===== src/design/hsps_pkg.sv =====
`timescale 1ns / 1ps
package hsps_pkg;

    // field widths fixed by the interface, internal accumulator and calc widths
    localparam int BYTE_W   = 8;
    localparam int ERR_W    = 4;
    localparam int ACC_W    = 33;
    localparam int WIDTH_W  = 15;
    localparam int HEIGHT_W = 16;
    localparam int SAR_W    = 16;
    localparam int CALC_W   = 18;

    // default limits in macroblocks, default start code skip count in bytes
    localparam int DEF_MAX_WIDTH_MBS  = 1024;
    localparam int DEF_MAX_HEIGHT_MBS = 1024;
    localparam logic [2:0] DEF_SKIP_BYTES = 3'd4;

    // error codes
    localparam logic [ERR_W-1:0] ERR_NONE     = 4'd0;
    localparam logic [ERR_W-1:0] ERR_PROFILE  = 4'd1;
    localparam logic [ERR_W-1:0] ERR_SPS_ID   = 4'd2;
    localparam logic [ERR_W-1:0] ERR_CHROMA   = 4'd3;
    localparam logic [ERR_W-1:0] ERR_DEPTH    = 4'd4;
    localparam logic [ERR_W-1:0] ERR_FRAMENUM = 4'd5;
    localparam logic [ERR_W-1:0] ERR_POC_TYPE = 4'd6;
    localparam logic [ERR_W-1:0] ERR_POC_CYC  = 4'd7;
    localparam logic [ERR_W-1:0] ERR_REFS     = 4'd8;
    localparam logic [ERR_W-1:0] ERR_D8       = 4'd9;
    localparam logic [ERR_W-1:0] ERR_OVERSIZE = 4'd10;
    localparam logic [ERR_W-1:0] ERR_TRUNC    = 4'd11;

    // controller to datapath commands
    typedef struct packed {
        logic       load;
        logic       bit_en;
        logic [2:0] bit_sel;
        logic       emit;
    } t_ctl_cmd;

    // datapath to controller status
    typedef struct packed {
        logic feed;
    } t_dp_status;

    // sample aspect ratio table, numerator
    function automatic logic [7:0] sar_w_lookup(input logic [3:0] idx);
        logic [7:0] r;
        case (idx)
            4'd2:    r = 8'd12;
            4'd3:    r = 8'd10;
            4'd4:    r = 8'd16;
            4'd5:    r = 8'd40;
            4'd6:    r = 8'd24;
            4'd7:    r = 8'd20;
            4'd8:    r = 8'd32;
            4'd9:    r = 8'd80;
            4'd10:   r = 8'd18;
            4'd11:   r = 8'd15;
            4'd12:   r = 8'd64;
            4'd13:   r = 8'd160;
            default: r = 8'd1;
        endcase
        return r;
    endfunction

    // sample aspect ratio table, denominator
    function automatic logic [7:0] sar_h_lookup(input logic [3:0] idx);
        logic [7:0] r;
        case (idx)
            4'd2, 4'd3, 4'd4, 4'd6, 4'd7, 4'd8, 4'd10, 4'd11: r = 8'd11;
            4'd5, 4'd9, 4'd12: r = 8'd33;
            4'd13:   r = 8'd99;
            default: r = 8'd1;
        endcase
        return r;
    endfunction

endpackage


===== src/design/h264_sps_header_parser.sv =====
`timescale 1ns / 1ps
// H.264 SPS header parser
// input stream: one raw NAL byte per transaction in s_axis_tdata, tlast on
//   the final byte of the unit. the first configured count of bytes (start
//   code) is ignored, emulation prevention bytes are dropped.
// output stream: one transaction per unit, issued after its last byte.
//   tuser carries header_ok, tdata the decoded fields.
// config: i_cfg_wen / i_cfg_wdata write the leading skip byte count (reset 4);
//   the user must do so only while the block is idle, which is not enforced.
// timing: a skipped or dropped byte is only accepted; a parsed byte is accepted
//   and then takes one cycle per bit in the field sequencer. after the last
//   byte the result register is loaded, which waits while an earlier result
//   has not yet been taken.
// the result register sits between the two sides: new bytes are accepted
//   while a result waits; only a second result waits for the first to drain.
// reset: synchronous active low; skip count returns to 4, parser restarts at
//   the NAL header byte, no result pending.
module h264_sps_header_parser #(
    parameter int MAX_WIDTH_MBS  = hsps_pkg::DEF_MAX_WIDTH_MBS,
    parameter int MAX_HEIGHT_MBS = hsps_pkg::DEF_MAX_HEIGHT_MBS
) (
    input  logic        i_clk,
    input  logic        i_rst_n,
    input  logic        i_cfg_wen,
    input  logic [2:0]  i_cfg_wdata,
    input  logic        s_axis_tvalid,
    output logic        s_axis_tready,
    input  logic [7:0]  s_axis_tdata,   // byte_value[7:0]
    input  logic        s_axis_tlast,
    output logic        m_axis_tvalid,
    input  logic        m_axis_tready,
    // error_code[3:0], profile_code[11:4], level_code[19:12],
    // frame_width[34:20], frame_height[50:35], aspect_width[66:51],
    // aspect_height[82:67], zero pad[87:83]
    output logic [87:0] m_axis_tdata,
    output logic        m_axis_tuser    // header_ok[0]
);
    import hsps_pkg::*;

    t_ctl_cmd           cmd;
    t_dp_status         status;
    logic [ERR_W-1:0]   error_code;
    logic [BYTE_W-1:0]  profile_code;
    logic [BYTE_W-1:0]  level_code;
    logic [WIDTH_W-1:0] frame_width;
    logic [HEIGHT_W-1:0] frame_height;
    logic [SAR_W-1:0]   aspect_width;
    logic [SAR_W-1:0]   aspect_height;

    hsps_ctrl u_ctrl (
        .i_clk       (i_clk),
        .i_rst_n     (i_rst_n),
        .i_in_valid  (s_axis_tvalid),
        .i_in_last   (s_axis_tlast),
        .o_in_ready  (s_axis_tready),
        .i_out_ready (m_axis_tready),
        .o_out_valid (m_axis_tvalid),
        .i_status    (status),
        .o_cmd       (cmd)
    );

    hsps_datapath #(
        .MAX_WIDTH_MBS  (MAX_WIDTH_MBS),
        .MAX_HEIGHT_MBS (MAX_HEIGHT_MBS)
    ) u_datapath (
        .i_clk           (i_clk),
        .i_rst_n         (i_rst_n),
        .i_cfg_wen       (i_cfg_wen),
        .i_cfg_wdata     (i_cfg_wdata),
        .i_byte          (s_axis_tdata),
        .i_cmd           (cmd),
        .o_status        (status),
        .o_header_ok     (m_axis_tuser),
        .o_error_code    (error_code),
        .o_profile_code  (profile_code),
        .o_level_code    (level_code),
        .o_frame_width   (frame_width),
        .o_frame_height  (frame_height),
        .o_aspect_width  (aspect_width),
        .o_aspect_height (aspect_height)
    );

    // output packing
    assign m_axis_tdata = {5'd0, aspect_height, aspect_width, frame_height,
                           frame_width, level_code, profile_code, error_code};

    // header_ok agrees with the error code
    a_ok_code: assert property (@(posedge i_clk) disable iff (!i_rst_n)
        m_axis_tvalid |-> (m_axis_tuser == (m_axis_tdata[3:0] == ERR_NONE)))
        else $error("header_ok does not match error code");

    // failed header gives zero size and unit aspect
    a_err_fields: assert property (@(posedge i_clk) disable iff (!i_rst_n)
        (m_axis_tvalid && !m_axis_tuser) |->
            (m_axis_tdata[50:20] == '0 && m_axis_tdata[66:51] == 16'd1 &&
             m_axis_tdata[82:67] == 16'd1))
        else $error("error result carries decoded fields");

    // a non-last byte never produces a result in the next cycle
    a_no_spurious: assert property (@(posedge i_clk) disable iff (!i_rst_n)
        (s_axis_tvalid && s_axis_tready && !s_axis_tlast && !m_axis_tvalid)
            |=> !m_axis_tvalid)
        else $error("result without a last byte");

endmodule


===== src/design/hsps_ctrl.sv =====
`timescale 1ns / 1ps
module hsps_ctrl (
    input  logic                i_clk,
    input  logic                i_rst_n,
    input  logic                i_in_valid,
    input  logic                i_in_last,
    output logic                o_in_ready,
    input  logic                i_out_ready,
    output logic                o_out_valid,
    input  hsps_pkg::t_dp_status i_status,
    output hsps_pkg::t_ctl_cmd   o_cmd
);
    import hsps_pkg::*;

    typedef enum logic [1:0] {S_IDLE, S_BITS, S_EMIT} t_state;

    t_state     r_state;
    logic [2:0] r_cnt;
    logic       r_last;
    logic       r_out_valid;
    logic       accept;
    logic       emit;

    // handshake decode
    assign o_in_ready  = (r_state == S_IDLE);
    assign accept      = i_in_valid && o_in_ready;
    assign emit        = (r_state == S_EMIT) && (!r_out_valid || i_out_ready);
    assign o_out_valid = r_out_valid;

    // commands to datapath
    always_comb begin
        o_cmd.load    = accept;
        o_cmd.bit_en  = (r_state == S_BITS);
        o_cmd.bit_sel = r_cnt;
        o_cmd.emit    = emit;
    end

    // sequencer and output valid
    always_ff @(posedge i_clk) begin
        if (!i_rst_n) begin
            r_state     <= S_IDLE;
            r_cnt       <= 3'd7;
            r_last      <= 1'b0;
            r_out_valid <= 1'b0;
        end else begin
            if (r_out_valid && i_out_ready) begin
                r_out_valid <= 1'b0;
            end
            case (r_state)
                S_IDLE: begin
                    if (accept) begin
                        r_last <= i_in_last;
                        r_cnt  <= 3'd7;
                        if (i_status.feed) begin
                            r_state <= S_BITS;
                        end else if (i_in_last) begin
                            r_state <= S_EMIT;
                        end
                    end
                end
                S_BITS: begin
                    if (r_cnt == 3'd0) begin
                        r_state <= r_last ? S_EMIT : S_IDLE;
                    end else begin
                        r_cnt <= r_cnt - 3'd1;
                    end
                end
                S_EMIT: begin
                    if (emit) begin
                        r_out_valid <= 1'b1;
                        r_state     <= S_IDLE;
                    end
                end
                default: r_state <= S_IDLE;
            endcase
        end
    end

endmodule


===== src/design/hsps_datapath.sv =====
`timescale 1ns / 1ps
module hsps_datapath #(
    parameter int MAX_WIDTH_MBS  = hsps_pkg::DEF_MAX_WIDTH_MBS,
    parameter int MAX_HEIGHT_MBS = hsps_pkg::DEF_MAX_HEIGHT_MBS
) (
    input  logic                          i_clk,
    input  logic                          i_rst_n,
    input  logic                          i_cfg_wen,
    input  logic [2:0]                    i_cfg_wdata,
    input  logic [hsps_pkg::BYTE_W-1:0]   i_byte,
    input  hsps_pkg::t_ctl_cmd            i_cmd,
    output hsps_pkg::t_dp_status          o_status,
    output logic                          o_header_ok,
    output logic [hsps_pkg::ERR_W-1:0]    o_error_code,
    output logic [hsps_pkg::BYTE_W-1:0]   o_profile_code,
    output logic [hsps_pkg::BYTE_W-1:0]   o_level_code,
    output logic [hsps_pkg::WIDTH_W-1:0]  o_frame_width,
    output logic [hsps_pkg::HEIGHT_W-1:0] o_frame_height,
    output logic [hsps_pkg::SAR_W-1:0]    o_aspect_width,
    output logic [hsps_pkg::SAR_W-1:0]    o_aspect_height
);
    import hsps_pkg::*;

    localparam int WU_W = $clog2(MAX_WIDTH_MBS);
    localparam int HU_W = $clog2(MAX_HEIGHT_MBS);

    typedef enum logic [5:0] {
        PH_NAL, PH_PROFILE, PH_CONSTR, PH_LEVEL, PH_SPS_ID, PH_CHROMA, PH_SEP,
        PH_DEPTH_L, PH_DEPTH_C, PH_BYPASS, PH_SM_FLAG, PH_SL_FLAG, PH_DELTA,
        PH_FRAME_NUM, PH_POC_TYPE, PH_POC_LSB, PH_POC_ZERO, PH_POC_NONREF,
        PH_POC_TB, PH_POC_CYCLE, PH_POC_OFFSET, PH_REFS, PH_GAPS, PH_WIDTH,
        PH_HEIGHT, PH_FMO, PH_MBAFF, PH_D8, PH_CROP_FLAG, PH_CROP_L, PH_CROP_R,
        PH_CROP_T, PH_CROP_B, PH_VUI, PH_AR_FLAG, PH_AR_IDC, PH_SAR_W, PH_SAR_H,
        PH_DONE
    } t_phase;

    // fixed field length, zero for exp-golomb
    function automatic logic [4:0] field_len(input t_phase ph);
        logic [4:0] r;
        case (ph)
            PH_NAL, PH_PROFILE, PH_CONSTR, PH_LEVEL, PH_AR_IDC: r = 5'd8;
            PH_SAR_W, PH_SAR_H: r = 5'd16;
            PH_SEP, PH_BYPASS, PH_SM_FLAG, PH_SL_FLAG, PH_POC_ZERO, PH_GAPS,
            PH_FMO, PH_MBAFF, PH_D8, PH_CROP_FLAG, PH_VUI, PH_AR_FLAG: r = 5'd1;
            default: r = 5'd0;
        endcase
        return r;
    endfunction

    logic [2:0]        r_cfg;
    logic [7:0]        r_byte;
    logic [2:0]        r_skip;
    logic [1:0]        r_zrun;
    t_phase            r_phase,   n_phase;
    logic [5:0]        r_lz,      n_lz;
    logic [ACC_W-1:0]  r_acc,     n_acc;
    logic [5:0]        r_bcnt,    n_bcnt;
    logic              r_suf,     n_suf;
    logic [3:0]        r_list,    n_list;
    logic [7:0]        r_entry,   n_entry;
    logic [7:0]        r_last_sc, n_last_sc;
    logic [7:0]        r_next_sc, n_next_sc;
    logic [1:0]        r_chroma,  n_chroma;
    logic              r_fonly,   n_fonly;
    logic [WU_W-1:0]   r_wu,      n_wu;
    logic [HU_W-1:0]   r_hu,      n_hu;
    logic [15:0]       r_crop_r,  n_crop_r;
    logic [15:0]       r_crop_b,  n_crop_b;
    logic [7:0]        r_prof,    n_prof;
    logic [7:0]        r_lvl,     n_lvl;
    logic [15:0]       r_aw,      n_aw;
    logic [15:0]       r_ah,      n_ah;
    logic [ERR_W-1:0]  r_err,     n_err;

    logic              bit_in;
    logic              done;
    logic [ACC_W-1:0]  v;
    logic [ACC_W-1:0]  acc_sh;
    logic [4:0]        len;
    logic [5:0]        cnt_inc;
    logic [ACC_W:0]    v_inc;
    logic [7:0]        mag8;
    logic [7:0]        sc_new;
    logic [7:0]        ent_inc;
    logic [6:0]        list_size;
    logic [3:0]        list_inc;
    logic              list_more;
    logic [CALC_W-1:0] h_mbs;

    logic              skip_now;
    logic              drop_now;

    // byte framing: skipped start code and emulation prevention
    assign skip_now      = (r_skip < r_cfg);
    assign drop_now      = !skip_now && (r_zrun == 2'd2) && (i_byte == 8'h03);
    assign o_status.feed = !skip_now && !drop_now;

    // one bit of the field sequencer
    always_comb begin
        n_phase = r_phase;  n_lz = r_lz;  n_acc = r_acc;  n_bcnt = r_bcnt;
        n_suf = r_suf;  n_list = r_list;  n_entry = r_entry;
        n_last_sc = r_last_sc;  n_next_sc = r_next_sc;  n_chroma = r_chroma;
        n_fonly = r_fonly;  n_wu = r_wu;  n_hu = r_hu;  n_crop_r = r_crop_r;
        n_crop_b = r_crop_b;  n_prof = r_prof;  n_lvl = r_lvl;  n_aw = r_aw;
        n_ah = r_ah;  n_err = r_err;
        bit_in    = r_byte[i_cmd.bit_sel];
        done      = 1'b0;
        v         = '0;
        len       = field_len(r_phase);
        acc_sh    = {r_acc[ACC_W-2:0], bit_in};
        cnt_inc   = r_bcnt + 6'd1;
        v_inc     = '0;
        mag8      = '0;
        sc_new    = '0;
        ent_inc   = r_entry + 8'd1;
        list_size = (r_list < 4'd6) ? 7'd16 : 7'd64;
        list_inc  = r_list + 4'd1;
        list_more = (list_inc < ((r_chroma != 2'd3) ? 4'd8 : 4'd12));
        h_mbs     = (CALC_W'(r_hu) + CALC_W'(1)) << (r_fonly ? 0 : 1);

        if (r_phase != PH_DONE) begin
            // gather bits of the current field
            if (len == 5'd0) begin
                if (!r_suf) begin
                    if (!bit_in) begin
                        if (r_lz < 6'd32) begin
                            n_lz = r_lz + 6'd1;
                        end
                    end else begin
                        n_suf  = 1'b1;
                        n_acc  = ACC_W'(1);
                        n_bcnt = r_lz;
                        if (r_lz == 6'd0) begin
                            done = 1'b1;
                        end
                    end
                end else begin
                    n_acc  = acc_sh;
                    n_bcnt = r_bcnt - 6'd1;
                    if (r_bcnt == 6'd1) begin
                        done = 1'b1;
                        v    = acc_sh - ACC_W'(1);
                    end
                end
            end else begin
                n_acc  = acc_sh;
                n_bcnt = cnt_inc;
                if (cnt_inc >= 6'(len)) begin
                    done = 1'b1;
                    v    = acc_sh;
                end
            end
        end

        // act on a finished field
        if (done) begin
            n_acc = '0;  n_bcnt = '0;  n_lz = '0;  n_suf = 1'b0;
            v_inc = {1'b0, v} + (ACC_W+1)'(1);
            mag8  = v_inc[8:1];
            case (r_phase)
                PH_NAL: n_phase = PH_PROFILE;
                PH_PROFILE: begin
                    n_prof = v[7:0];
                    if (v != 66 && v != 77 && v != 88 && v != 100 && v != 110 &&
                        v != 122 && v != 244 && v != 44) begin
                        n_err = ERR_PROFILE;  n_phase = PH_DONE;
                    end else begin
                        n_phase = PH_CONSTR;
                    end
                end
                PH_CONSTR: n_phase = PH_LEVEL;
                PH_LEVEL: begin
                    n_lvl = v[7:0];  n_phase = PH_SPS_ID;
                end
                PH_SPS_ID: begin
                    if (v >= 32) begin
                        n_err = ERR_SPS_ID;  n_phase = PH_DONE;
                    end else if (r_prof >= 8'd100 || r_prof == 8'd44) begin
                        n_phase = PH_CHROMA;
                    end else begin
                        n_chroma = 2'd1;  n_phase = PH_FRAME_NUM;
                    end
                end
                PH_CHROMA: begin
                    if (v > 3) begin
                        n_err = ERR_CHROMA;  n_phase = PH_DONE;
                    end else begin
                        n_chroma = v[1:0];
                        n_phase  = (v == 3) ? PH_SEP : PH_DEPTH_L;
                    end
                end
                PH_SEP: n_phase = PH_DEPTH_L;
                PH_DEPTH_L, PH_DEPTH_C: begin
                    if (v > 4) begin
                        n_err = ERR_DEPTH;  n_phase = PH_DONE;
                    end else begin
                        n_phase = (r_phase == PH_DEPTH_L) ? PH_DEPTH_C : PH_BYPASS;
                    end
                end
                PH_BYPASS: n_phase = PH_SM_FLAG;
                PH_SM_FLAG: begin
                    n_list  = '0;
                    n_phase = v[0] ? PH_SL_FLAG : PH_FRAME_NUM;
                end
                PH_SL_FLAG: begin
                    if (v[0]) begin
                        n_entry = '0;  n_last_sc = 8'd8;  n_next_sc = 8'd8;
                        n_phase = PH_DELTA;
                    end else begin
                        n_list  = list_inc;
                        n_phase = list_more ? PH_SL_FLAG : PH_FRAME_NUM;
                    end
                end
                PH_DELTA: begin
                    // a zero scale repeats the last value to the end of the list
                    sc_new    = v[0] ? (r_last_sc + mag8) : (r_last_sc - mag8);
                    n_next_sc = sc_new;
                    if (sc_new != 8'd0) begin
                        n_last_sc = sc_new;
                    end
                    n_entry = ent_inc;
                    if (ent_inc >= 8'(list_size) || sc_new == 8'd0) begin
                        n_list  = list_inc;
                        n_phase = list_more ? PH_SL_FLAG : PH_FRAME_NUM;
                    end else begin
                        n_phase = PH_DELTA;
                    end
                end
                PH_FRAME_NUM: begin
                    if (v > 12) begin
                        n_err = ERR_FRAMENUM;  n_phase = PH_DONE;
                    end else begin
                        n_phase = PH_POC_TYPE;
                    end
                end
                PH_POC_TYPE: begin
                    if (v > 2) begin
                        n_err = ERR_POC_TYPE;  n_phase = PH_DONE;
                    end else if (v == 0) begin
                        n_phase = PH_POC_LSB;
                    end else if (v == 1) begin
                        n_phase = PH_POC_ZERO;
                    end else begin
                        n_phase = PH_REFS;
                    end
                end
                PH_POC_LSB:    n_phase = PH_REFS;
                PH_POC_ZERO:   n_phase = PH_POC_NONREF;
                PH_POC_NONREF: n_phase = PH_POC_TB;
                PH_POC_TB:     n_phase = PH_POC_CYCLE;
                PH_POC_CYCLE: begin
                    if (v > 255) begin
                        n_err = ERR_POC_CYC;  n_phase = PH_DONE;
                    end else begin
                        n_entry = v[7:0];
                        n_phase = (v == 0) ? PH_REFS : PH_POC_OFFSET;
                    end
                end
                PH_POC_OFFSET: begin
                    n_entry = r_entry - 8'd1;
                    if (r_entry == 8'd1) begin
                        n_phase = PH_REFS;
                    end
                end
                PH_REFS: begin
                    if (v > 16) begin
                        n_err = ERR_REFS;  n_phase = PH_DONE;
                    end else begin
                        n_phase = PH_GAPS;
                    end
                end
                PH_GAPS: n_phase = PH_WIDTH;
                PH_WIDTH: begin
                    if (v >= ACC_W'(MAX_WIDTH_MBS)) begin
                        n_err = ERR_OVERSIZE;  n_phase = PH_DONE;
                    end else begin
                        n_wu = v[WU_W-1:0];  n_phase = PH_HEIGHT;
                    end
                end
                PH_HEIGHT: begin
                    if (v >= ACC_W'(MAX_HEIGHT_MBS)) begin
                        n_err = ERR_OVERSIZE;  n_phase = PH_DONE;
                    end else begin
                        n_hu = v[HU_W-1:0];  n_phase = PH_FMO;
                    end
                end
                PH_FMO: begin
                    n_fonly = v[0];
                    h_mbs   = (CALC_W'(r_hu) + CALC_W'(1)) << (v[0] ? 0 : 1);
                    if (h_mbs > CALC_W'(MAX_HEIGHT_MBS)) begin
                        n_err = ERR_OVERSIZE;  n_phase = PH_DONE;
                    end else begin
                        n_phase = v[0] ? PH_D8 : PH_MBAFF;
                    end
                end
                PH_MBAFF: n_phase = PH_D8;
                PH_D8: begin
                    if (!r_fonly && v == 0) begin
                        n_err = ERR_D8;  n_phase = PH_DONE;
                    end else begin
                        n_phase = PH_CROP_FLAG;
                    end
                end
                PH_CROP_FLAG: n_phase = v[0] ? PH_CROP_L : PH_VUI;
                PH_CROP_L:    n_phase = PH_CROP_R;
                PH_CROP_R: begin
                    n_crop_r = (v > 65535) ? 16'hFFFF : v[15:0];
                    n_phase  = PH_CROP_T;
                end
                PH_CROP_T: n_phase = PH_CROP_B;
                PH_CROP_B: begin
                    n_crop_b = (v > 65535) ? 16'hFFFF : v[15:0];
                    n_phase  = PH_VUI;
                end
                PH_VUI:     n_phase = v[0] ? PH_AR_FLAG : PH_DONE;
                PH_AR_FLAG: n_phase = v[0] ? PH_AR_IDC : PH_DONE;
                PH_AR_IDC: begin
                    if (v < 14) begin
                        n_aw    = {8'd0, sar_w_lookup(v[3:0])};
                        n_ah    = {8'd0, sar_h_lookup(v[3:0])};
                        n_phase = PH_DONE;
                    end else if (v == 255) begin
                        n_phase = PH_SAR_W;
                    end else begin
                        n_phase = PH_DONE;
                    end
                end
                PH_SAR_W: begin
                    n_aw = v[15:0];  n_phase = PH_SAR_H;
                end
                PH_SAR_H: begin
                    n_ah = v[15:0];  n_phase = PH_DONE;
                end
                default: n_phase = PH_DONE;
            endcase
        end
    end

    // configuration register
    always_ff @(posedge i_clk) begin
        if (!i_rst_n) begin
            r_cfg <= DEF_SKIP_BYTES;
        end else if (i_cfg_wen) begin
            r_cfg <= i_cfg_wdata;
        end
    end

    // per-unit parser state, cleared at reset and after each result
    always_ff @(posedge i_clk) begin
        if (!i_rst_n || i_cmd.emit) begin
            r_skip <= '0;  r_zrun <= '0;  r_phase <= PH_NAL;  r_lz <= '0;
            r_acc <= '0;  r_bcnt <= '0;  r_suf <= 1'b0;  r_list <= '0;
            r_entry <= '0;  r_last_sc <= 8'd8;  r_next_sc <= 8'd8;
            r_chroma <= 2'd1;  r_fonly <= 1'b0;  r_wu <= '0;  r_hu <= '0;
            r_crop_r <= '0;  r_crop_b <= '0;  r_prof <= '0;  r_lvl <= '0;
            r_aw <= 16'd1;  r_ah <= 16'd1;  r_err <= ERR_NONE;
        end else begin
            if (i_cmd.load) begin
                r_byte <= i_byte;
                if (skip_now) begin
                    r_skip <= r_skip + 3'd1;
                end else if (drop_now) begin
                    r_zrun <= 2'd0;
                end else if (i_byte == 8'd0) begin
                    r_zrun <= (r_zrun < 2'd2) ? r_zrun + 2'd1 : 2'd2;
                end else begin
                    r_zrun <= 2'd0;
                end
            end
            if (i_cmd.bit_en) begin
                r_phase <= n_phase;  r_lz <= n_lz;  r_acc <= n_acc;
                r_bcnt <= n_bcnt;  r_suf <= n_suf;  r_list <= n_list;
                r_entry <= n_entry;  r_last_sc <= n_last_sc;
                r_next_sc <= n_next_sc;  r_chroma <= n_chroma;
                r_fonly <= n_fonly;  r_wu <= n_wu;  r_hu <= n_hu;
                r_crop_r <= n_crop_r;  r_crop_b <= n_crop_b;  r_prof <= n_prof;
                r_lvl <= n_lvl;  r_aw <= n_aw;  r_ah <= n_ah;  r_err <= n_err;
            end
        end
    end

    // result computation
    logic [ERR_W-1:0]  res_code;
    logic [CALC_W-1:0] full_w;
    logic [CALC_W-1:0] full_h;
    logic [CALC_W-1:0] crop_w;
    logic [CALC_W-1:0] crop_h;
    logic [1:0]        crop_h_sh;
    logic [CALC_W-1:0] diff_w;
    logic [CALC_W-1:0] diff_h;

    always_comb begin
        if (r_err != ERR_NONE) begin
            res_code = r_err;
        end else if (r_phase != PH_DONE) begin
            res_code = ERR_TRUNC;
        end else begin
            res_code = ERR_NONE;
        end
        full_w    = (CALC_W'(r_wu) + CALC_W'(1)) << 4;
        full_h    = ((CALC_W'(r_hu) + CALC_W'(1)) << 4) << (r_fonly ? 0 : 1);
        crop_w    = CALC_W'(r_crop_r) << ((r_chroma == 2'd1 || r_chroma == 2'd2) ? 1 : 0);
        crop_h_sh = {1'b0, r_chroma == 2'd1} + {1'b0, !r_fonly};
        crop_h    = CALC_W'(r_crop_b) << crop_h_sh;
        diff_w    = (crop_w >= full_w) ? '0 : full_w - crop_w;
        diff_h    = (crop_h >= full_h) ? '0 : full_h - crop_h;
    end

    // result register
    always_ff @(posedge i_clk) begin
        if (i_cmd.emit) begin
            o_header_ok    <= (res_code == ERR_NONE);
            o_error_code   <= res_code;
            o_profile_code <= r_prof;
            o_level_code   <= r_lvl;
            if (res_code == ERR_NONE) begin
                o_frame_width   <= diff_w[WIDTH_W-1:0];
                o_frame_height  <= diff_h[HEIGHT_W-1:0];
                o_aspect_width  <= r_aw;
                o_aspect_height <= r_ah;
            end else begin
                o_frame_width   <= '0;
                o_frame_height  <= '0;
                o_aspect_width  <= 16'd1;
                o_aspect_height <= 16'd1;
            end
        end
    end

endmodule


===== config.mk =====
export PLATFORM = sky130hd
export DESIGN_NAME = h264_sps_header_parser
export DESIGN_NICKNAME = d
export VERILOG_FILES = /design/src/design/hsps_pkg.sv /design/src/design/h264_sps_header_parser.sv /design/src/design/hsps_ctrl.sv /design/src/design/hsps_datapath.sv
export SDC_FILE = /design/constraint.sdc
export NUM_CORES = 1
export LEC_CHECK = 0
export BUFFER_PORTS_ARGS = -buffer_cell sky130_fd_sc_hd__buf_2
export CELL_PAD_IN_SITES_DETAIL_PLACEMENT = 1
export CELL_PAD_IN_SITES_GLOBAL_PLACEMENT = 1
export CORE_UTILIZATION = 45
export CTS_CLUSTER_DIAMETER = 150
export DETAILED_ROUTE_END_ITERATION = 10
export PLACE_DENSITY = 0.81
export SYNTH_ARGS = -nofsm -noshare
export SYNTH_HDL_FRONTEND = slang
export SYNTH_HIERARCHICAL = 1
export SYNTH_SLANG_ARGS = --single-unit

===== constraint.sdc =====
create_clock -name i_clk -period 8.82 [get_ports i_clk]
set_input_delay 1.764 -clock i_clk [delete_from_list [all_inputs] [get_ports i_clk]]
set_output_delay 1.764 -clock i_clk [all_outputs]
set_load 0.01 [all_outputs]

==> Word level (Yosys, flattened, before mapping) <==
Memories as Yosys holds them, arrays and structs flattened. A register that Yosys moved wholly into a read port is not among the register bits.
Cells that the tools add are included.
{ "word_totals": {"output_inout_bits": 91, "mem_bits_rw": 0, "n_memories": 3, "wordCells": 369, "ff_bits": 285, "latchBits": 0, "mem_bits_ro": 384} }
{ "memory_table": {"columns": ["memory", "depth", "width", "read_ports", "rd_clocked_by_memory_dff", "write_ports", "line", "source"], "rows": [
  ["(name not given)", 64, 3, 1, 1, 0, "hsps_datapath.sv:40", "case (ph)"],
  ["(name not given)", 16, 8, 1, 0, 0, "hsps_pkg.sv:48", "case (idx)"],
  ["(name not given)", 16, 4, 1, 0, 0, "hsps_pkg.sv:69", "case (idx)"]
]} }
{ "classes": {"mux": 121, "eq_ne": 88, "magnitude_cmp": 22, "div": 0, "reduce_logical": 74, "bitwise": 4, "addsub": 18, "n_mul": 0, "n_shift": 4} }
{ "op_table": {"columns": ["cell", "n"], "rows": [
  ["$pmux W6 S36", 1],
  ["$ne A33 B7 Y1 const B", 6],
  ["$mux W6", 31],
  ["$mux W33", 5],
  ["$mux W32", 5],
  ["$eq A6 B5 Y1 const B", 16],
  ["$gt A33 B2 Y1 const B", 2],
  ["$mux W4", 16],
  ["$pmux W16 S2", 2],
  ["$eq A6 B4 Y1 const B", 8],
  ["$mux W16", 3],
  ["$pmux W4 S11", 1],
  ["$mux W8", 5],
  ["$eq A6 B6 Y1 const B", 6],
  ["$ne A2 B1 Y1 const B", 18],
  ["$eq A33 B1 Y1 const B", 1],
  ["$eq A33 B2 Y1 const B", 1],
  ["$eq A33 B8 Y1 const B", 1],
  ["$ge A33 B11 Y1 const B", 1],
  ["$ge A33 B6 Y1 const B", 1],
  ["$gt A33 B16 Y1 const B", 1],
  ["$gt A33 B3 Y1 const B", 1],
  ["$gt A33 B4 Y1 const B", 1],
  ["$gt A33 B5 Y1 const B", 1],
  ["82 further kinds", 197]
]} }

==> Logic depth before layout (Yosys ltp) <==
Gate-level depths: netlist of run 1.
{ "depth": {"depth_word": 19, "mapped_depth": 38, "mapped_depth_nobuf": 35} }

==> Modules after synthesis <==
Netlist of run 1, hierarchy kept.
{ "modules_own_cells": {"columns": ["mod", "cells_each", "n_inst", "seq_area_each_um2", "area_per_inst_um2"], "rows": [
  ["hsps_datapath", 2182, 1, 6546.3, 17847.1],
  ["hsps_ctrl", 50, 1, 140.1, 444.2],
  ["h264_sps_header_parser", 6, 1, 0.0, 41.3]
]} }

==> Worst setup path before layout of run 1 <==
Ideal clock, no wire load.
{ "synth_path": {"path_kind": "flip-flop to flip-flop", "from": "register u_datapath.r_bcnt[0]", "to": "register u_datapath/len[0] (netlist name)", "path_slack_ns": 1.573, "path_stages_with_launch": 34, "synth_period_minus_slack_ns": 7.247, "path_buffers": 0, "setup_ns": 0.059, "t_arrival_ns": 7.188, "path_cell_list": "dfxtp_1 > ha_1 > nand3_1 > xnor2_1 > ha_1 > o21ai_0 > a21oi_1 > nor4_1 > a21oi_1 > o21ai_1 > clkinv_1 > ha_1 > ha_1 > ha_1 > nand2_1 > o21ai_0 > ha_1 > a21o_1 > a21oi_1 > nor2b_1 > o21a_1 > o41ai_1 > xnor2_1 > xnor2_1 > xnor2_1 > a21boi_1 > nor2_1 > o31ai_1 > a21o_1 > ha_1 > inv_1 > ha_1 > a2111oi_0 > o32a_1"} }
{ "synth_between": {"elab_chain_len": 17} }
{ "synth_rtl": {"columns": ["item", "line", "source"], "rows": [
  ["start, declared", "hsps_datapath.sv:57", "logic [5:0] r_bcnt, n_bcnt;"],
  ["start signal, assigned", "hsps_datapath.sv:372", "r_bcnt <= n_bcnt; r_suf <= n_suf; r_list <= n_list;"],
  ["$add A6 B1 Y6 / $eq A6 B1 Y1 (equally long branches)", "hsps_datapath.sv:111, hsps_datapath.sv:140", null],
  ["$ge A6 B5 Y1 / $mux W33 (equally long branches)", "hsps_datapath.sv:148, hsps_datapath.sv:140", null],
  ["$mux W33 (on tied branches)", "hsps_datapath.sv:148, hsps_datapath.sv:124", null],
  ["$mux W33 *", "hsps_datapath.sv:123", "if (len == 5'd0) begin"],
  ["$mux W33 *", "hsps_datapath.sv:121", "if (r_phase != PH_DONE) begin"],
  ["net u_datapath.v[1]", "hsps_datapath.sv:77", "logic [ACC_W-1:0] v;"],
  ["branches (longest 9 deep; another with $add A9 B1 Y9)", null, null],
  ["$pmux W6 S36 *", "hsps_datapath.sv:160", "case (r_phase)"],
  ["$mux W6 (no source line) * (2 in a row)", null, null]
]} }
Mark *: on every way through the listed nets, which the timed path passes.
A chain may end at the register's enable or synchronous reset.

==> Final worst setup path of run 1 <==
{ "layout_path": {"from": "register u_ctrl.r_cnt[2]", "to": "register u_datapath/len[0] (netlist name)"} }
{ "layout_between": {"elab_chain_len": 19} }
{ "layout_rtl": {"columns": ["item", "line", "source"], "rows": [
  ["start, declared", "hsps_ctrl.sv:18", "logic [2:0] r_cnt;"],
  ["start signal, assigned", "hsps_ctrl.sv:65", "r_cnt <= r_cnt - 3'd1;"],
  ["$bmux W1 S3 *", "hsps_datapath.sv:106", "bit_in = r_byte[i_cmd.bit_sel];"],
  ["$mux W1 (not written as such) *", "hsps_datapath.sv:106", null],
  ["branches (longest 15 deep; another with $sub A33 B1 Y33)", null, null],
  ["$mux W6 (no source line) * (2 in a row)", null, null]
]} }
Mark *: on every way between the ends. The select of a mux whose other input is x is not followed.

==> impl_results.md, run 1 <==
- Ys flop type: dfxtp_1
- Worst Hold Endpoint: u_datapath/o_level_code[6]
- Die Area: 41,600 sq um
- Hpwl dp: 44,000 um
- Cell taking the most area after synthesis: dfxtp_1
- Fin nets: 2,372
- Post-synth EDFFs: 92
- CTS Buffer Depth: 3
- Unrepaired setup endpoints after global routing: no
- Clk_skew: 0.0326 ns
- First-pass GRT wire length: 95,500 um
- CTS H-tree depth: 2
- Final Hold Fails: 0
- Status: completed
- Worst min-delay path class: flip-flop to flip-flop
- LEAKAGE: 8.04 nW
- Root Buffer: clkbuf_16
- Max-cap violation count: 0
- DRT antenna net count: 0
- Starting Density: 0.459
- Core footprint: 39,900 sq um
- Startpoint types: flip-flop
- Critical path capture point type: flip-flop
- Worst-Skew Late Latency: 0.56 ns
- #FFs+latches synth: 288
- Area growth syn-to-layout: 10.8%
- Cells on Worst Hold Path: 0
- Clk sink count: 288
- Mapped cell area: 18,300 sq um
- Chip height: 204 um
- Post-DR wirelength/cell: 21.4 um
- Setup-failing EPs final: 0
- Fillers: 4,810
- Worst slew margin: 0.209
- Gpl congestion: 0.932
- Postcts setup bufs: 0
- Post-layout min period: 8.23 ns
- Top cell type's share of synthesized area: 0.214
- Required time worst endpoint: 9.25 ns
- R2R depth: 29
- Slowest stage cell, crit path: a22oi_1
- Final wirelength: 60,300 um
- CP max FO: 12
- Slew Viols, Final: 0
- CP arrival: 8.65 ns
- Initial antenna violation count: 0
- Post-synth cell types: 98
- Register area share after synthesis: 0.365
- R2r endpoint: u_datapath/len[0]
- Pre-antenna DRT Iters: 5
- Period utilization: 0.933
- Vias in the first global route: 17,500
- Rows: 73
- Total Neg Setup Slack: 0 ns
- Die width: 204 um
- PwrDens: 146 nW/um^2
- Avg Inst Size Synth: 8.19 sq um
- Min-delay src: u_datapath/r_lvl[6]
- IO buf count: 102
- N_diodes: 0
- Residual DRC: 0
- TritonCTS clock tree: yes
- Top cells by area, synth: dfxtp_1 21%, edfxtp_1 15%, nor2_1 7.3%
- Via density: 6.03
- Ys Warns: 6
- DP Area: 19,200 sq um
- CP max stage delay: 0.84 ns
- R2R Setup Slk: 0.59 ns
- Num CTS Buffers: 35
- DR vias: 17,000
- FMAX: 0.122 GHz
- Largest net degree at the start of global routing: 92
- Finished Cell Area: 20,300 sq um
- Reg clk slew, reported paths: 0.06 ns
- Grt ovf: 0
- Layout cells sized above 1: 0.114
- Total power: 2.96 mW
- Worst-margin pin slew: 1.18 ns
- Origin of the critical flop-to-flop path: u_ctrl/r_cnt[2]
- Synthesized instance count: 2,238
- Kind of critical path: flip-flop to flip-flop
- Peak VDD IR: 0.146 mV
- # IOs: 108
- Initial DRC Count: 1,212
- Synth async-reset ratio: 0
- Overall global routing resource usage: 0.290
- CTS Hold Bufs: 0
[sequential cells by signal, summed over array words and instances (netlist names), 10 cells and up]
name,count
u_datapath/r_acc,32
u_datapath/o_aspect_height,16
u_datapath/o_aspect_width,16
u_datapath/o_frame_height,16
u_datapath/r_ah,16
u_datapath/r_aw,16
u_datapath/r_crop_b,16
u_datapath/r_crop_r,16
u_datapath/o_frame_width,15
u_datapath/r_hu,10
u_datapath/r_wu,10
[power breakdown]
part	internal [mW]	switching [mW]	total, mW	leakage, nW
logic	0.0385	0.100	0.139	4.98
registers	1.39	0.0109	1.40	2.51
clock network	0.836	0.586	1.42	0.556
total	2.27	0.697	2.96	8.04
[stage by stage]
| step | hold slack (ns) | worst slack (ns) | util | cells |
|---|---|---|---|---|
| 3_3_place_gp | 0.428 | 1.01 | 0.480 | 2753 |
| 5_1_grt | 0.461 | 0.00153 | 0.509 | 2816 |
| 2_1_floorplan | 0.409 | 1.57 | - | 2242 |
| 4_1_cts | 0.456 | 0.673 | 0.509 | 2816 |
| 6_report | 0.454 | 0.595 | 0.509 | 2816 |
| 3_5_place_dp | 0.442 | 0.685 | 0.480 | 2753 |
[critical path: cells and delay by family, from the launching register on]
| family | cells | cell delay [ns] |
|---|---|---|
| XOR/XNOR | 5 | 1.16 |
| flip-flops | 1 | 0.50 |
| adder cells (fa/ha/maj) | 4 | 0.94 |
| buffers and inverters | 2 | 0.33 |
| AO/OA/AOI/OAI | 9 | 2.87 |
| AND/OR/NAND/NOR | 7 | 1.76 |
| multiplexers | 2 | 0.53 |
[worst max-delay path by stage]
stage / slack [ns] / end / start / depth (start not counted)
floorplan: 1.57 / u_datapath/len[0] / u_datapath/r_bcnt[0] / 33
global placement: 1.01 / u_datapath/len[0] / u_ctrl/r_cnt[2] / 28
detailed placement: 0.68 / u_datapath/len[0] / u_ctrl/r_cnt[2] / 29
CTS: 0.67 / u_datapath/len[0] / u_ctrl/r_cnt[2] / 29
global route: 0.002 / u_datapath/len[0] / u_ctrl/r_cnt[2] / 28
finish: 0.59 / u_datapath/len[0] / u_ctrl/r_cnt[2] / 29
[what timing repair did]
action / CTS / global route
hold endpoints to repair: 0 / 0
endpoints found under the setup margin: 0 / 1
resized for setup: 0 / 1
[Yosys cell counts, drive strengths merged (36+ instances only)]
master  instances
a22oi          60
o21ai         104
a21oi         151
inv            96
nor3           84
edfxtp         92
dfxtp         196
and3           46
ha             89
nand3          58
nor2          357
and2           36
nand2         154
clkbuf        119
mux2i          43
xnor2          56
[kinds of logic after synthesis]
logic type,Yosys count,synth area share
flops,288,0.365
compound gates,551,0.199
fa+ha+maj,90,0.0618
xor+xnor,91,0.0435
other cells,1,0.000205
simple gates,906,0.239
buf+inv,244,0.0534
mux,67,0.0382
[cells in the final DEF, fill, tap and decap left out, types with 13 or more instances in the layout]
cell type,n
a22oi_1,60
o21a_1,23
mux2i_1,43
o22ai_1,18
or3_1,21
xor2_1,35
ha_1,89
o21bai_1,16
o21ai_0,89
a211oi_1,19
edfxtp_1,92
buf_2,102
and3_1,46
nor3_1,81
buf_4,31
nor2b_1,23
a21o_1,18
a21oi_1,149
nand3_1,58
nor2_1,356
nand4_1,13
inv_1,96
a31oi_1,20
xnor2_1,56
mux2_2,24
and2_1,33
clkbuf_16,37
or2_2,18
dfxtp_1,196
nand2b_1,31
o211ai_1,18
nand2_1,153
[cell type report]
| cell class | instances | area [sq um] | share of cell area |
|---|---|---|---|
| Sequential cell | 288 | 6690 | 0.329 |
| Multi-Input combinational cell | 1710 | 10700 | 0.528 |
| Inverter | 97 | 364 | 0.0179 |
| Clock buffer | 50 | 1010 | 0.0500 |
| Timing Repair Buffer | 133 | 743 | 0.0366 |
| Clock inverter | 13 | 114 | 0.00561 |
| Tap cell | 525 | 657 | 0.0323 |
[metal layers]
metal  routed length, um  up-vias  global-route usage
met5                   0        -                   0
met3                2810      136              0.0383
li1                    -     8027                   -
met1               25200     8331               0.354
met4                2020        0               0.109
met2               30400      492               0.515
Note: power is estimated with default switching activity, not from simulation.
==> run 2: changes to the inputs <==
ABC_AREA = 1   (was not set)
CORE_UTILIZATION = 40   (was 45)
PLACE_DENSITY = 0.76   (was 0.81)
==> run 2 against run 1 <==
Cell count grew 19%. Highest routed layer unchanged. Die area grew 13%. Largest power group is now sequential cells. Synthesized cell count is 18% higher. Final area rose by 1.3%. Largest cell class unchanged. Worst setup slack improved by 0.87 ns. Register-to-register slack improved by 0.87 ns. Area after synthesis up 0.38%. Sequential power is 6% higher. Sequential cell count did not move. Count of clock-buffer cells in the layout unchanged. Critical path depth up 9.
==> impl_results.md, run 2 <==
- Clk sink count: 288
- FMAX: 0.136 GHz
- Fin nets: 2,821
- #FFs+latches synth: 288
- Starting Density: 0.405
- TritonCTS clock tree: yes
- Setup ws final: 1.47 ns
- Kind of critical path: flip-flop to flip-flop
- Register area share after synthesis: 0.363
- IO buf count: 102
- Root Buffer: clkbuf_16
- Die width: 216 um
- Rows: 78
- Multi-input gate area: 9790 sq um
- Cell taking the most area after synthesis: dfxtp_1
- Fillers: 5,892
- Ys Warns: 6
- Worst-margin pin slew: 1.16 ns
- Largest register FFs: 32
- Required time worst endpoint: 9.31 ns
- Mapped cell area: 18,400 sq um
- Setup-failing EPs final: 0
- Commonest non-fill, non-tap cell in the layout: nand2_1
- Startpoint types: flip-flop
- Period utilization: 0.834
- Final wirelength: 62,800 um
- CP max FO: 14
- Max-cap violation count: 0
- Peak VDD IR: 0.125 mV
- Worst min-delay path class: flip-flop to flip-flop
- Layout cells sized above 1: 0.103
- Avg Inst Size Synth: 6.96 sq um
- Residual DRC: 0
- Most common cell in the synthesized netlist: nand2_1
- Pre-CTS worst setup slack: 1.59 ns
- Core footprint: 45,400 sq um
- CP max stage delay: 0.47 ns
- Ys flop type: dfxtp_1
- CTS H-tree depth: 2
- CTS Buffer Depth: 3
- Synthesized instance count: 2,643
- Post-DR wirelength/cell: 18.8 um
- Chip height: 216 um
- Initial DRC Count: 1,061
- Num CTS Buffers: 36
- Total power: 3.41 mW
- PwrDens: 166 nW/um^2
- Synth async-reset ratio: 0
- Reg with most FFs: u_datapath/r_acc
- Area growth syn-to-layout: 11.8%
- Critical path capture point type: flip-flop
- Vias in the first global route: 18,500
- CP arrival: 7.85 ns
- Slew Viols, Final: 0
- Commonest cells in the netlist: 561 x nand2_1, 383 x inv_1, 257 x nor2_1
- Postcts setup bufs: 0
- Final Hold Fails: 0
- # IOs: 108
- Unrepaired setup endpoints after global routing: no
- Worst slew margin: 0.224
- N_diodes: 0
- Worst-Skew Late Latency: 0.56 ns
- Most frequent CP cell: nand2_1
- CTS Hold Bufs: 0
- Gpl congestion: 0.970
- DRT antenna net count: 0
- LEAKAGE: 9.06 nW
- Grt ovf: 0
- Pre-antenna DRT Iters: 5
- Post-CTS resize count: 0
- Finished Cell Area: 20,600 sq um
- Overall global routing resource usage: 0.267
- Top cell type's share of synthesized area: 0.213
- Status: completed
- Top cells by area, synth: dfxtp_1 21%, edfxtp_1 15%, nand2_1 11%
- Die Area: 46,900 sq um
- Initial antenna violation count: 0
- Post-synth EDFFs: 92
- Total Neg Setup Slack: 0 ns
- Post-synth cell types: 70
- First-pass GRT wire length: 100,000 um
- Hpwl dp: 48,000 um
- Largest net degree at the start of global routing: 65
- Slowest stage cell, crit path: dfxtp_1
- Most frequent cells in the layout: 561 x nand2_1, 382 x inv_1, 256 x nor2_1
- Clk_skew: 0.0179 ns
- Reg clk slew, reported paths: 0.06 ns
- Post-layout min period: 7.35 ns
- Via density: 5.42
- DR vias: 18,100
- DP Area: 19,400 sq um
- Sequential cell area: 6690 sq um
## run 2: cell count changes after synthesis, sizes merged, moves of 33 or more
cell    before  now
nand2      154  581
inv         96  409
o21ai      104  213
nand3       58  161
a21oi      151  250
nor2       357  282
a22oi       60    0
clkbuf     119   59
and3        46    1
mux2i       43    0
xnor2       56   15
nand4       13   53
nor3        84   45
and2        36    3
## run 2: critical path: cells and delay by family, from the launching register on
family	cells	cell delay (ns)
XOR/XNOR	3	0.53
AND/OR/NAND/NOR	19	2.69
flip-flops	1	0.47
AO/OA/AOI/OAI	2	0.48
adder cells (fa/ha/maj)	7	2.01
buffers and inverters	7	1.09
## run 2: final timing paths
path	slack, ns	start	cells past startpoint	endpoint
worst min register to register	0.43	u_datapath/r_lvl[1]	0	u_datapath/o_level_code[1]
worst max-delay path	1.47	u_datapath/r_bcnt[0]	38	u_datapath/len[0]
worst max register to register	1.47	u_datapath/r_bcnt[0]	38	u_datapath/len[0]
worst min-delay path	0.43	u_datapath/r_lvl[1]	0	u_datapath/o_level_code[1]
## run 2: layout make-up
cell class / count / area share
clock buffers: 50 / 0.0488
clock inverters: 15 / 0.00748
inverters: 414 / 0.0757
multi-input cells: 1857 / 0.476
flip-flops and latches: 288 / 0.325
well taps: 600 / 0.0365
repair buffers: 117 / 0.0303
## run 2: report_power, final
part | leakage [nW] | internal [mW] | total, mW | switching [mW]
combinational | 6.06 | 0.122 | 0.465 | 0.343
clock | 0.567 | 0.860 | 1.46 | 0.602
sequential | 2.44 | 1.45 | 1.48 | 0.0283
## run 2: metrics by stage
stage,cells,util,hold slack [ns]
after CTS,3341,0.453,0.436
after floorplan,2647,-,0.403
final,3341,0.453,0.434
after global placement,3276,0.428,0.415
after global routing,3341,0.453,0.455
after detailed placement,3276,0.428,0.415
## run 2: cell families after synthesis
logic type / share of synthesized area
DFF: 0.363
xor gates and xnor gates: 0.0252
adders and majority gates: 0.0616
other: 0.000204
buffers and inverters: 0.106
and+or+nand+nor: 0.283
AOI/OAI and AO/OA: 0.160
## run 2: layer usage
metal / routed length, um / GRT usage / up-vias / part of all wire
met5: 0 / 0 / - / 0
met4: 1520 / 0.0756 / 0 / 0.024
met3: 2380 / 0.0320 / 96 / 0.038
met2: 30800 / 0.476 / 373 / 0.49
met1: 28100 / 0.337 / 8844 / 0.45
li1: - / - / 8804 / -
==> run 3: changes to the inputs <==
PLACE_DENSITY = 0.79   (was 0.76)
clock period = 6.26 ns   (was 8.82 ns; I/O delays follow)
==> run 3 against run 2 <==
Final area rose by 2.1%. Global-route usage shrank 0.052 points. Via count up 0.12%. Wire length is 1.1% higher. Critical path depth stayed put. Power grew 39%. Utilization is 0.97 points higher. Sequential share of layout area is 0.64 points lower. Largest power group unchanged.
==> impl_results.md, run 3 (synthesis gave the netlist of run 2 again) <==
- FMAX: 0.168 GHz
- IO buf count: 102
- Min-delay src: u_datapath/r_lvl[3]
- Commonest non-fill, non-tap cell in the layout: nand2_1
- TritonCTS clock tree: yes
- CTS H-tree depth: 2
- Largest net degree at the start of global routing: 69
- Kind of critical path: flip-flop to flip-flop
- Worst min-delay path class: flip-flop to flip-flop
- CTS Buffer Depth: 3
- Chip height: 216 um
- Residual DRC: 0
- Pre-antenna DRT Iters: 5
- Placed Cells incl. Taps: 3,303
- Worst-Skew Late Latency: 0.55 ns
- R2r endpoint: u_datapath/len[0]
- Num CTS Buffers: 35
- Clk_skew: 0.0226 ns
- Crit path from: u_datapath/r_bcnt[1]
- Initial antenna violation count: 1
- Grt ovf: 0
- Post-layout min period: 5.95 ns
- DR vias: 18,100
- Core footprint: 45,400 sq um
- Largest register FFs: 32
- Period utilization: 0.950
- Root Buffer: clkbuf_16
- DP Area: 19,600 sq um
- Reg with most FFs: u_datapath/r_acc
- R2R Setup Slk: 0.31 ns
- Overall global routing resource usage: 0.267
- CP max FO: 5
- Max-cap violation count: 0
- N_diodes: 0
- Layout cells sized above 1: 0.126
- Status: completed
- Setup-failing EPs final: 0
- Sequential cell area: 6700 sq um
- # IOs: 108
- Fin nets: 2,858
- DRT antenna net count: 0
- Startpoint types: flip-flop
- LEAKAGE: 9.23 nW
- PwrDens: 225 nW/um^2
- R2R depth: 38
- Post-DR wirelength/cell: 18.8 um
- Pre-CTS worst setup slack: -0.152 ns
- Origin of the critical flop-to-flop path: u_datapath/r_bcnt[1]
- Rows: 78
- Critical path capture point type: flip-flop
- Post-route insts no fill: 3,378
- Via density: 5.37
- Fin Hold WS: 0.439 ns
- Reg clk slew, reported paths: 0.06 ns
- Cells on Worst Hold Path: 0
- Setup ws final: 0.314 ns
- CP max stage delay: 0.38 ns
- Die width: 216 um
- Slowest stage cell, crit path: dfxtp_4
- Gpl congestion: 0.970
- Fillers: 5,893
- Worst-margin pin slew: 1.21 ns
- Final wirelength: 63,500 um
- Critical Path End: u_datapath/len[0]
- Vias in the first global route: 18,500
- Hpwl dp: 48,500 um
- Final Hold Fails: 0
- Die Area: 46,900 sq um
- Multi-input gate area: 9990 sq um
- Slew Viols, Final: 0
- Finished Cell Area: 21,000 sq um
- Worst slew margin: 0.189
- Area growth syn-to-layout: 14.2%
- CP arrival: 6.44 ns
- Initial DRC Count: 1,169
- First-pass GRT wire length: 100,000 um
- Peak VDD IR: 0.161 mV
- Most frequent cells in the layout: 555 x nand2_1, 379 x inv_1, 254 x nor2_1
- Required time worst endpoint: 6.75 ns
- Total power: 4.74 mW
- Starting Density: 0.405
- Clk sink count: 288
[run 3: cell types whose count changed in the layout (fill, tap and decap cells not counted), sizes merged]
cell | before | now
clkbuf | 50 | 48
bufinv | 2 | 1
clkinv | 14 | 15
clkinvlp | 2 | 3
buf | 117 | 155
[run 3: through the flow]
stage,TNS (ns),util
2_1_floorplan,0,-
3_3_place_gp,0,0.432
3_5_place_dp,-0.152,0.432
4_1_cts,0,0.457
5_1_grt,-0.0163,0.463
6_report,0,0.463
[run 3: metal layers]
| layer | share of wire | up-vias | track usage |
|---|---|---|---|
| li1 | - | 8875 | - |
| met1 | 0.44 | 8783 | 0.331 |
| met2 | 0.49 | 360 | 0.470 |
| met3 | 0.039 | 119 | 0.0356 |
| met4 | 0.034 | 2 | 0.0948 |
| met5 | 0.00013 | - | 0 |
[run 3: final cells by class]
class | count | area share
clock buffer | 48 | 0.0460
sequential | 288 | 0.319
timing repair buffer | 155 | 0.0434
multi-input combinational | 1857 | 0.475
clock inverter | 16 | 0.00667
inverter | 414 | 0.0741
tap | 600 | 0.0357
[run 3: worst min path at each step]
stage | end | slack (ns)
after floorplan | u_datapath/o_level_code[0] | 0.40
after global placement | u_datapath/o_level_code[7] | 0.41
after detailed placement | u_datapath/o_level_code[1] | 0.42
after CTS | u_datapath/o_level_code[1] | 0.43
after global routing | u_datapath/o_level_code[7] | 0.45
final | u_datapath/o_level_code[3] | 0.44
[run 3: power by group]
part	switching (mW)	leakage, nW	internal (mW)
clock network	0.847	0.531	1.14
logic	0.484	6.26	0.185
registers	0.0396	2.44	2.04
total	1.37	9.23	3.37
[run 3: timing repair]
action / CTS / global route
endpoints found under the setup margin: 1 / 2
buffers inserted: 0 / 11
pin swaps: 2 / 18
hold buffers: 0 / 0
gates resized for setup: 6 / 42
[run 3: critical path, delay by kind of cell (launching register included)]
family	cells	cell delay [ns]
AOI/OAI and AO/OA	3	0.45
xor gates and xnor gates	5	0.89
adders and majority gates	7	1.64
buffers and inverters	5	0.49
DFF	1	0.38
and+or+nand+nor	18	2.02
